### config.mk
export PLATFORM = sky130hd
export DESIGN_NAME = keypad_autorepeat_accel
export DESIGN_NICKNAME = d
export VERILOG_FILES = /design/src/sv/kpar_pkg.sv /design/src/sv/kpar_track.sv /design/src/sv/keypad_autorepeat_accel.sv
export SDC_FILE = /design/constraint.sdc
export NUM_CORES = 1
export LEC_CHECK = 0
export BUFFER_PORTS_ARGS = -buffer_cell sky130_fd_sc_hd__buf_2
export CAP_MARGIN = 30
export CORE_AREA = 2 2 119 208
export DETAILED_ROUTE_END_ITERATION = 8
export DIE_AREA = 0 0 121 210
export PLACE_DENSITY_LB_ADDON = 0.05
export SYNTH_ARGS = -nofsm -noshare
export SYNTH_HDL_FRONTEND = slang
export SYNTH_SLANG_ARGS = --single-unit
### constraint.sdc
create_clock -name clk -period 8.25 [get_ports clk]
set_input_delay 1.65 -clock clk [delete_from_list [all_inputs] [get_ports clk]]
set_output_delay 1.65 -clock clk [all_outputs]
set_load 0.005 [all_outputs]
### src/sv/kpar_pkg.sv
`timescale 1ns / 1ps
`default_nettype none

package kpar_pkg;

	localparam int BUTTON_COUNT = 4;
	localparam int CNT_W        = 16;
	localparam int PER_W        = 10;
	localparam int CODE_W       = 3;
	localparam int TENTHS_W     = 14;

	localparam logic [CNT_W-1:0] CNT_MAX = {CNT_W{1'b1}};

	// hold / 5 as a reciprocal multiply: exact for any 16-bit count
	localparam logic [31:0] DIV5_MUL   = 32'd52429;
	localparam int          DIV5_SHIFT = 18;

	localparam logic [CODE_W-1:0] KEY_NONE    = 3'd0;
	localparam logic [CODE_W-1:0] KEY_ONE     = 3'd1;
	localparam logic [CODE_W-1:0] KEY_TWO     = 3'd2;
	localparam logic [CODE_W-1:0] KEY_THREE   = 3'd3;
	localparam logic [CODE_W-1:0] KEY_FOUR    = 3'd4;
	localparam logic [CODE_W-1:0] KEY_FIVE    = 3'd5;
	localparam logic [CODE_W-1:0] KEY_INVALID = 3'd6;

	localparam logic [PER_W-1:0] PER_800 = 10'd800;
	localparam logic [PER_W-1:0] PER_600 = 10'd600;
	localparam logic [PER_W-1:0] PER_400 = 10'd400;
	localparam logic [PER_W-1:0] PER_200 = 10'd200;
	localparam logic [PER_W-1:0] PER_100 = 10'd100;
	localparam logic [PER_W-1:0] PER_80  = 10'd80;
	localparam logic [PER_W-1:0] PER_20  = 10'd20;

	localparam int ADDR_W = 5;

	localparam logic [2:0] REG_DEBOUNCE = 3'd0;
	localparam logic [2:0] REG_THR_ONE  = 3'd1;
	localparam logic [2:0] REG_THR_TWO  = 3'd2;
	localparam logic [2:0] REG_THR_THREE = 3'd3;
	localparam logic [2:0] REG_THR_FOUR = 3'd4;
	localparam logic [2:0] REG_THR_FIVE = 3'd5;
	localparam logic [2:0] REG_THR_SIX  = 3'd6;

	typedef struct packed {
		logic [7:0] debounce_count;
		logic [7:0] threshold_one;
		logic [7:0] threshold_two;
		logic [7:0] threshold_three;
		logic [7:0] threshold_four;
		logic [7:0] threshold_five;
		logic [7:0] threshold_six;
	} kpar_cfg_t;

	function automatic logic [CODE_W-1:0] decode_buttons(input logic [BUTTON_COUNT-1:0] bits);
		logic [CODE_W-1:0] code;
		case (bits)
			4'h0:    code = KEY_NONE;
			4'h8:    code = KEY_ONE;
			4'h4:    code = KEY_TWO;
			4'h1:    code = KEY_THREE;
			4'h2:    code = KEY_FOUR;
			4'h3:    code = KEY_FIVE;
			default: code = KEY_INVALID;
		endcase
		return code;
	endfunction

	function automatic logic [PER_W-1:0] choose_period(input logic [CNT_W-1:0] c,
			input kpar_cfg_t cfg);
		logic [PER_W-1:0] per;
		if (c < {{(CNT_W-8){1'b0}}, cfg.threshold_one})
			per = PER_800;
		else if (c < {{(CNT_W-8){1'b0}}, cfg.threshold_two})
			per = PER_600;
		else if (c < {{(CNT_W-8){1'b0}}, cfg.threshold_three})
			per = PER_400;
		else if (c < {{(CNT_W-8){1'b0}}, cfg.threshold_four})
			per = PER_200;
		else if (c < {{(CNT_W-8){1'b0}}, cfg.threshold_five})
			per = PER_100;
		else if (c < {{(CNT_W-8){1'b0}}, cfg.threshold_six})
			per = PER_80;
		else
			per = PER_20;
		return per;
	endfunction

endpackage

`default_nettype wire

### src/sv/kpar_track.sv
`timescale 1ns / 1ps
`default_nettype none

// Key tracking state: previous key, hold counter and repeat period.
// State moves only when adv is high; outputs show the values for this tick.
module kpar_track (
	input  wire                                 clk,
	input  wire                                 arst_n,
	input  wire                                 adv,
	input  wire  [kpar_pkg::BUTTON_COUNT-1:0]   bits,
	input  wire  kpar_pkg::kpar_cfg_t           cfg,
	output logic [kpar_pkg::CODE_W-1:0]         code,
	output logic                                shot,
	output logic [kpar_pkg::PER_W-1:0]          period,
	output logic [kpar_pkg::CNT_W-1:0]          hold
);

	logic [kpar_pkg::CODE_W-1:0] prev_key_q;
	logic [kpar_pkg::CNT_W-1:0]  cnt_q;
	logic [kpar_pkg::PER_W-1:0]  per_q;
	logic [kpar_pkg::CNT_W-1:0]  cnt_inc;

	assign code    = kpar_pkg::decode_buttons(bits);
	assign cnt_inc = (cnt_q == kpar_pkg::CNT_MAX) ? cnt_q : cnt_q + 1'b1;

	always_comb begin
		hold   = cnt_q;
		period = per_q;
		shot   = 1'b0;
		if (code == kpar_pkg::KEY_NONE || code == kpar_pkg::KEY_INVALID) begin
			hold = '0;
		end else if (code == prev_key_q) begin
			hold = cnt_inc;
			if (cnt_inc > {{(kpar_pkg::CNT_W-8){1'b0}}, cfg.debounce_count})
				period = kpar_pkg::choose_period(cnt_inc, cfg);
		end else begin
			hold = '0;
			shot = 1'b1;
		end
	end

	always_ff @(posedge clk or negedge arst_n) begin
		if (!arst_n) begin
			prev_key_q <= kpar_pkg::KEY_NONE;
			cnt_q      <= '0;
			per_q      <= '0;
		end else if (adv) begin
			prev_key_q <= code;
			cnt_q      <= hold;
			per_q      <= period;
		end
	end

endmodule

`default_nettype wire

### src/sv/keypad_autorepeat_accel.sv
`timescale 1ns / 1ps
`default_nettype none

// Channel  | Handshake                | Payload
// ---------+--------------------------+-----------------------------------------------
// in       | in_valid / in_stall      | button_bits
// out      | out_valid / out_stall    | key_code, one_shot, repeat_period_ms,
//          |                          | hold_ticks, hold_tenths
// cfg      | APB psel/penable/pwrite  | paddr, pwdata, prdata, pready
//
// From input transfer to result: input register, then result register.
// One tick is taken every clock while the output side keeps up.
// The key state updates as the tick moves into the result register, so a
// stalled result holds both stages; in_stall rises only when the input register is full.
// Reset clears the key state and loads the register defaults; no clearing pass.
module keypad_autorepeat_accel (
	input  wire                                   clk,
	input  wire                                   arst_n,
	input  wire                                   in_valid,
	output logic                                  in_stall,
	input  wire  [kpar_pkg::BUTTON_COUNT-1:0]     button_bits,
	output logic                                  out_valid,
	input  wire                                   out_stall,
	output logic [kpar_pkg::CODE_W-1:0]           key_code,
	output logic                                  one_shot,
	output logic [kpar_pkg::PER_W-1:0]            repeat_period_ms,
	output logic [15:0]                           hold_ticks,
	output logic [kpar_pkg::TENTHS_W-1:0]         hold_tenths,
	input  wire                                   psel,
	input  wire                                   penable,
	input  wire                                   pwrite,
	input  wire  [kpar_pkg::ADDR_W-1:0]           paddr,
	input  wire  [31:0]                           pwdata,
	output logic [31:0]                           prdata,
	output logic                                  pready
);

	kpar_pkg::kpar_cfg_t cfg_q;

	logic [kpar_pkg::BUTTON_COUNT-1:0] bits_s1;
	logic                              valid_s1;

	logic                              valid_s2;
	logic [kpar_pkg::CODE_W-1:0]       code_s2;
	logic                              shot_s2;
	logic [kpar_pkg::PER_W-1:0]        per_s2;
	logic [kpar_pkg::CNT_W-1:0]        hold_s2;

	logic                              adv;
	logic                              cfg_wr;
	logic [2:0]                        reg_idx;
	logic [kpar_pkg::CODE_W-1:0]       code_c;
	logic                              shot_c;
	logic [kpar_pkg::PER_W-1:0]        per_c;
	logic [kpar_pkg::CNT_W-1:0]        hold_c;
	logic [31:0]                       tenths_prod;

	// configuration port
	assign pready  = 1'b1;
	assign cfg_wr  = psel && penable && pwrite;
	assign reg_idx = paddr[4:2];

	always_ff @(posedge clk or negedge arst_n) begin
		if (!arst_n) begin
			cfg_q.debounce_count  <= 8'd1;
			cfg_q.threshold_one   <= 8'd30;
			cfg_q.threshold_two   <= 8'd60;
			cfg_q.threshold_three <= 8'd90;
			cfg_q.threshold_four  <= 8'd120;
			cfg_q.threshold_five  <= 8'd150;
			cfg_q.threshold_six   <= 8'd250;
		end else if (cfg_wr) begin
			case (reg_idx)
				kpar_pkg::REG_DEBOUNCE:  cfg_q.debounce_count  <= pwdata[7:0];
				kpar_pkg::REG_THR_ONE:   cfg_q.threshold_one   <= pwdata[7:0];
				kpar_pkg::REG_THR_TWO:   cfg_q.threshold_two   <= pwdata[7:0];
				kpar_pkg::REG_THR_THREE: cfg_q.threshold_three <= pwdata[7:0];
				kpar_pkg::REG_THR_FOUR:  cfg_q.threshold_four  <= pwdata[7:0];
				kpar_pkg::REG_THR_FIVE:  cfg_q.threshold_five  <= pwdata[7:0];
				kpar_pkg::REG_THR_SIX:   cfg_q.threshold_six   <= pwdata[7:0];
				default: ;
			endcase
		end
	end

	always_comb begin
		case (reg_idx)
			kpar_pkg::REG_DEBOUNCE:  prdata = {24'd0, cfg_q.debounce_count};
			kpar_pkg::REG_THR_ONE:   prdata = {24'd0, cfg_q.threshold_one};
			kpar_pkg::REG_THR_TWO:   prdata = {24'd0, cfg_q.threshold_two};
			kpar_pkg::REG_THR_THREE: prdata = {24'd0, cfg_q.threshold_three};
			kpar_pkg::REG_THR_FOUR:  prdata = {24'd0, cfg_q.threshold_four};
			kpar_pkg::REG_THR_FIVE:  prdata = {24'd0, cfg_q.threshold_five};
			kpar_pkg::REG_THR_SIX:   prdata = {24'd0, cfg_q.threshold_six};
			default:                 prdata = 32'd0;
		endcase
	end

	// pipeline control
	assign adv      = valid_s1 && (!valid_s2 || !out_stall);
	assign in_stall = valid_s1 && valid_s2 && out_stall;

	always_ff @(posedge clk or negedge arst_n) begin
		if (!arst_n) begin
			valid_s1 <= 1'b0;
		end else if (in_valid && !in_stall) begin
			valid_s1 <= 1'b1;
		end else if (adv) begin
			valid_s1 <= 1'b0;
		end
	end

	always_ff @(posedge clk) begin
		if (in_valid && !in_stall)
			bits_s1 <= button_bits;
	end

	kpar_track u_track (
		.clk    (clk),
		.arst_n (arst_n),
		.adv    (adv),
		.bits   (bits_s1),
		.cfg    (cfg_q),
		.code   (code_c),
		.shot   (shot_c),
		.period (per_c),
		.hold   (hold_c)
	);

	always_ff @(posedge clk or negedge arst_n) begin
		if (!arst_n) begin
			valid_s2 <= 1'b0;
		end else if (adv) begin
			valid_s2 <= 1'b1;
		end else if (!out_stall) begin
			valid_s2 <= 1'b0;
		end
	end

	always_ff @(posedge clk) begin
		if (adv) begin
			code_s2 <= code_c;
			shot_s2 <= shot_c;
			per_s2  <= per_c;
			hold_s2 <= hold_c;
		end
	end

	assign tenths_prod = {{(32-kpar_pkg::CNT_W){1'b0}}, hold_s2} * kpar_pkg::DIV5_MUL;

	assign out_valid        = valid_s2;
	assign key_code         = code_s2;
	assign one_shot         = shot_s2;
	assign repeat_period_ms = per_s2;
	assign hold_ticks       = hold_s2[15:0];
	assign hold_tenths      = tenths_prod[kpar_pkg::DIV5_SHIFT +: kpar_pkg::TENTHS_W];

endmodule

`default_nettype wire

==> metrics <==
Tcrit/Tclk final=97.5%; ratio of cells with drive above 1 in the final layout=between 10% and 20%; Async SR Flop Fraction=71.9%; DP Wirelength=24,900 microns; CTS Root Cell=clkbuf_16; synthesized area=roughly 12,000 sq um; fin cells=approximately 1.6k; final core occ=between 50% and 60%; clk_skew=0.00742 ns; DRT Pass-1 Iters=5; CP Capture Type=output port; Area contributors post-synth=ha_1 (19%), fa_1 (14%), dfrtp_1 (13%); CTS Sinks=about 120; initial antenna violation count=0; cell area power density=261 nW/um^2; top post-synthesis cells by count=inv_1 (219), ha_1 (181), nand2_1 (92); final worst slack=around 0.20 ns; synthesis warning total=0; Worst-path clk slew=roughly 0.05 ns; part of the power in the clock network=19.7%; largest net degree at the start of global routing=slightly below 60; Leakage Power=0.00658 uW; # IOs=about 130; CP Buf/Inv Count=5; FP Rows=75; Net count, final=around 1.6k; Vias/cell=5.37; maximum clock frequency=~120 MHz; required time worst endpoint=around 6.6 ns; power share of the sequential group=around 23%; crit path DAT=between 6 and 7 ns; Seq/Total Area, Yosys=between 20% and 30%; Psw=1400 uW; Netlist cell types=80; DIE HEIGHT=between 200 and 250 microns; vias in the first global route=8,872; maximum vdd drop=between 0.15 and 0.2 mV; cell taking the most area after synthesis=ha_1; worst-path cell chain=ha_1, ha_1, inv_1, fa_1, inv_1, fa_1, fa_1, inv_1, fa_1, inv_1, ha_1, nand4_1, nor2_1, o211ai_1, a31o_2, and3_1, or2_2, o21ai_0, xor2_1, buf_2; global-route usage over all layers=about a quarter; Final min period=approximately 8.0 ns; CTS Hold Bufs=0; grt total ovfl=0; first-pass GRT wire length=~47,000 microns; CP delay by family, top=adder cells; Final GP Congestion=0.880; Layout area overhead=10.8%; wire length per cell after detailed routing=~19 microns; Int Pwr=just under 2000 uW; worst setup path class=reg2out; worst hold path class=reg2reg; setup TNS=0 ns; Die Width=about 120 microns; Final Hold Viols=0; core area=approximately 24,000 sq um; dpl cells=roughly 1.6k; H-tree Lvls=4; Synth Flop Type=dfrtp_1; final wirelength=between 30,000 and 40,000 microns; max-slew headroom at the worst pin=between 30 and 40%; Gate power share=between 50% and 60%; CTS tree=done; worst slew pin tran=1.01 ns; Crit path largest cell delay=around 0.55 ns; Mapped Cells=~1.2k; # DRC=0; full die area=between 20,000 and 30,000 sq um; syn avg cell area=between 9 and 10 sq um; ANT nets after route=0; CTS Buf Count=17; Starting Density=about half; clock buffer depth=2; DRT iter0 DRCs=~360; CP Launch Type=register; Port Buf Inserts=75; layout filler cell count=between 2k and 2.5k; Post-synth EDFFs=34; status=complete, no violations; Final setup viols=0; n_diodes=0; pre-CTS WS=between 0.4 and 0.5 ns; Vias=8,620; maxcap violations=0; worst skew pair latency=0.43 ns; final-report max-slew violation count=0; CP max-delay cell=fa_1; most common cell in the netlist=inv_1; Synth top area share=between 10% and 20%; Synth Register Bits=approximately 120; RSZ-0062 raised after global routing=no; critical-path maximum fanout=7; Switching Share=between 40% and 50%
## final timing paths
path,from,endpoint,slack (ns),cells past startpoint
worst max-delay path,hold_ticks[4],hold_tenths[10],0.20,20
worst min-delay path,u_track.per_q[0],u_track.per_q[0],0.47,1
worst max register to register,u_track.cnt_q[0],repeat_period_ms[6],3.52,13
worst min register to register,u_track.per_q[0],u_track.per_q[0],0.47,1
max in group asynchronous,arst_n,u_track.cnt_q[2],5.97,2
min in group asynchronous,arst_n,cfg_q[46],1.15,1
## state kept, by name (all words and copies together), names as in the netlist
register            cells
u_track.prev_key_q      3
valid_s1                1
hold_ticks             16
cfg_q                  56
out_valid               1
u_track.per_q          10
bits_s1                 4
one_shot                1
repeat_period_ms       10
key_code                3
u_track.cnt_q          16
## cell type report
type / count / area, sq um / share of cell area (%)
multi-input combinational: 827 / 7420 / 57.3
sequential: 121 / 3230 / 24.9
inverter: 220 / 826 / 6.37
timing repair buffer: 99 / 579 / 4.47
clock buffer: 20 / 437 / 3.37
tap: 308 / 385 / 2.97
clock inverter: 11 / 82.6 / 0.637
## placed cells by master, fill, tap and decap left out, types with 19 or more instances in the layout
cell and n:
nor3_1 21, dfstp_2 27, o21ai_0 65, nand3_1 25, fa_1 80, mux2_2 23
a21oi_1 29, edfxtp_1 34, buf_2 75, nor2_1 48, xnor2_1 19, inv_1 219
ha_1 179, nand2_1 92, buf_4 22, dfrtp_1 60, conb_1 25
## cells by family (layout without fill, tap and decap cells)
| family | Yosys count | after routing | share of synthesized area, % |
|---|---|---|---|
| buffers and inverters | 278 | 350 | 9.92 |
| muxes | 38 | 38 | 4.03 |
| DFF | 121 | 121 | 27.6 |
| adders and majority gates | 261 | 261 | 33.0 |
| AOI/OAI and AO/OA | 198 | 198 | 11.2 |
| xor gates and xnor gates | 34 | 34 | 2.54 |
| and+or+nand+nor | 271 | 271 | 11.6 |
| other | 2 | 25 | 0.0642 |
## per-layer routing
layer | GRT usage (%) | vias to the layer above | routed length, microns
li1 | - | 4192 | -
met1 | 23.1 | 4171 | 9850
met2 | 49.7 | 177 | 17600
met3 | 3.19 | 80 | 728
met4 | 15.2 | 0 | 1870
met5 | 0 | - | 0
## power by group through the flow
stage / logic, uW / clock network (uW) / registers (uW)
finish: 1930 / 667 / 783
global route: 2220 / 704 / 793
CTS: 1950 / 682 / 785
detailed placement: 1920 / 0 / 795
global placement: 1890 / 0 / 793
floorplan: 1350 / 0 / 773
## what timing repair did
item,4_1_cts,5_1_grt
buffers inserted,0,8
endpoints found under the hold margin,0,0
setup endpoints to repair,1,4
gates resized for setup,1,3
pin swaps,0,1
## through the flow
stage               instance area (sq um)  power (uW)  hold WS [ns]
detailed placement                  12400        2710         0.467
global route                        13000        3720         0.489
global placement                    12300        2690         0.463
floorplan                           11800        2130         0.444
finish                              13000        3380         0.473
CTS                                 12900        3420         0.479
(Power assumes the default switching activity.)
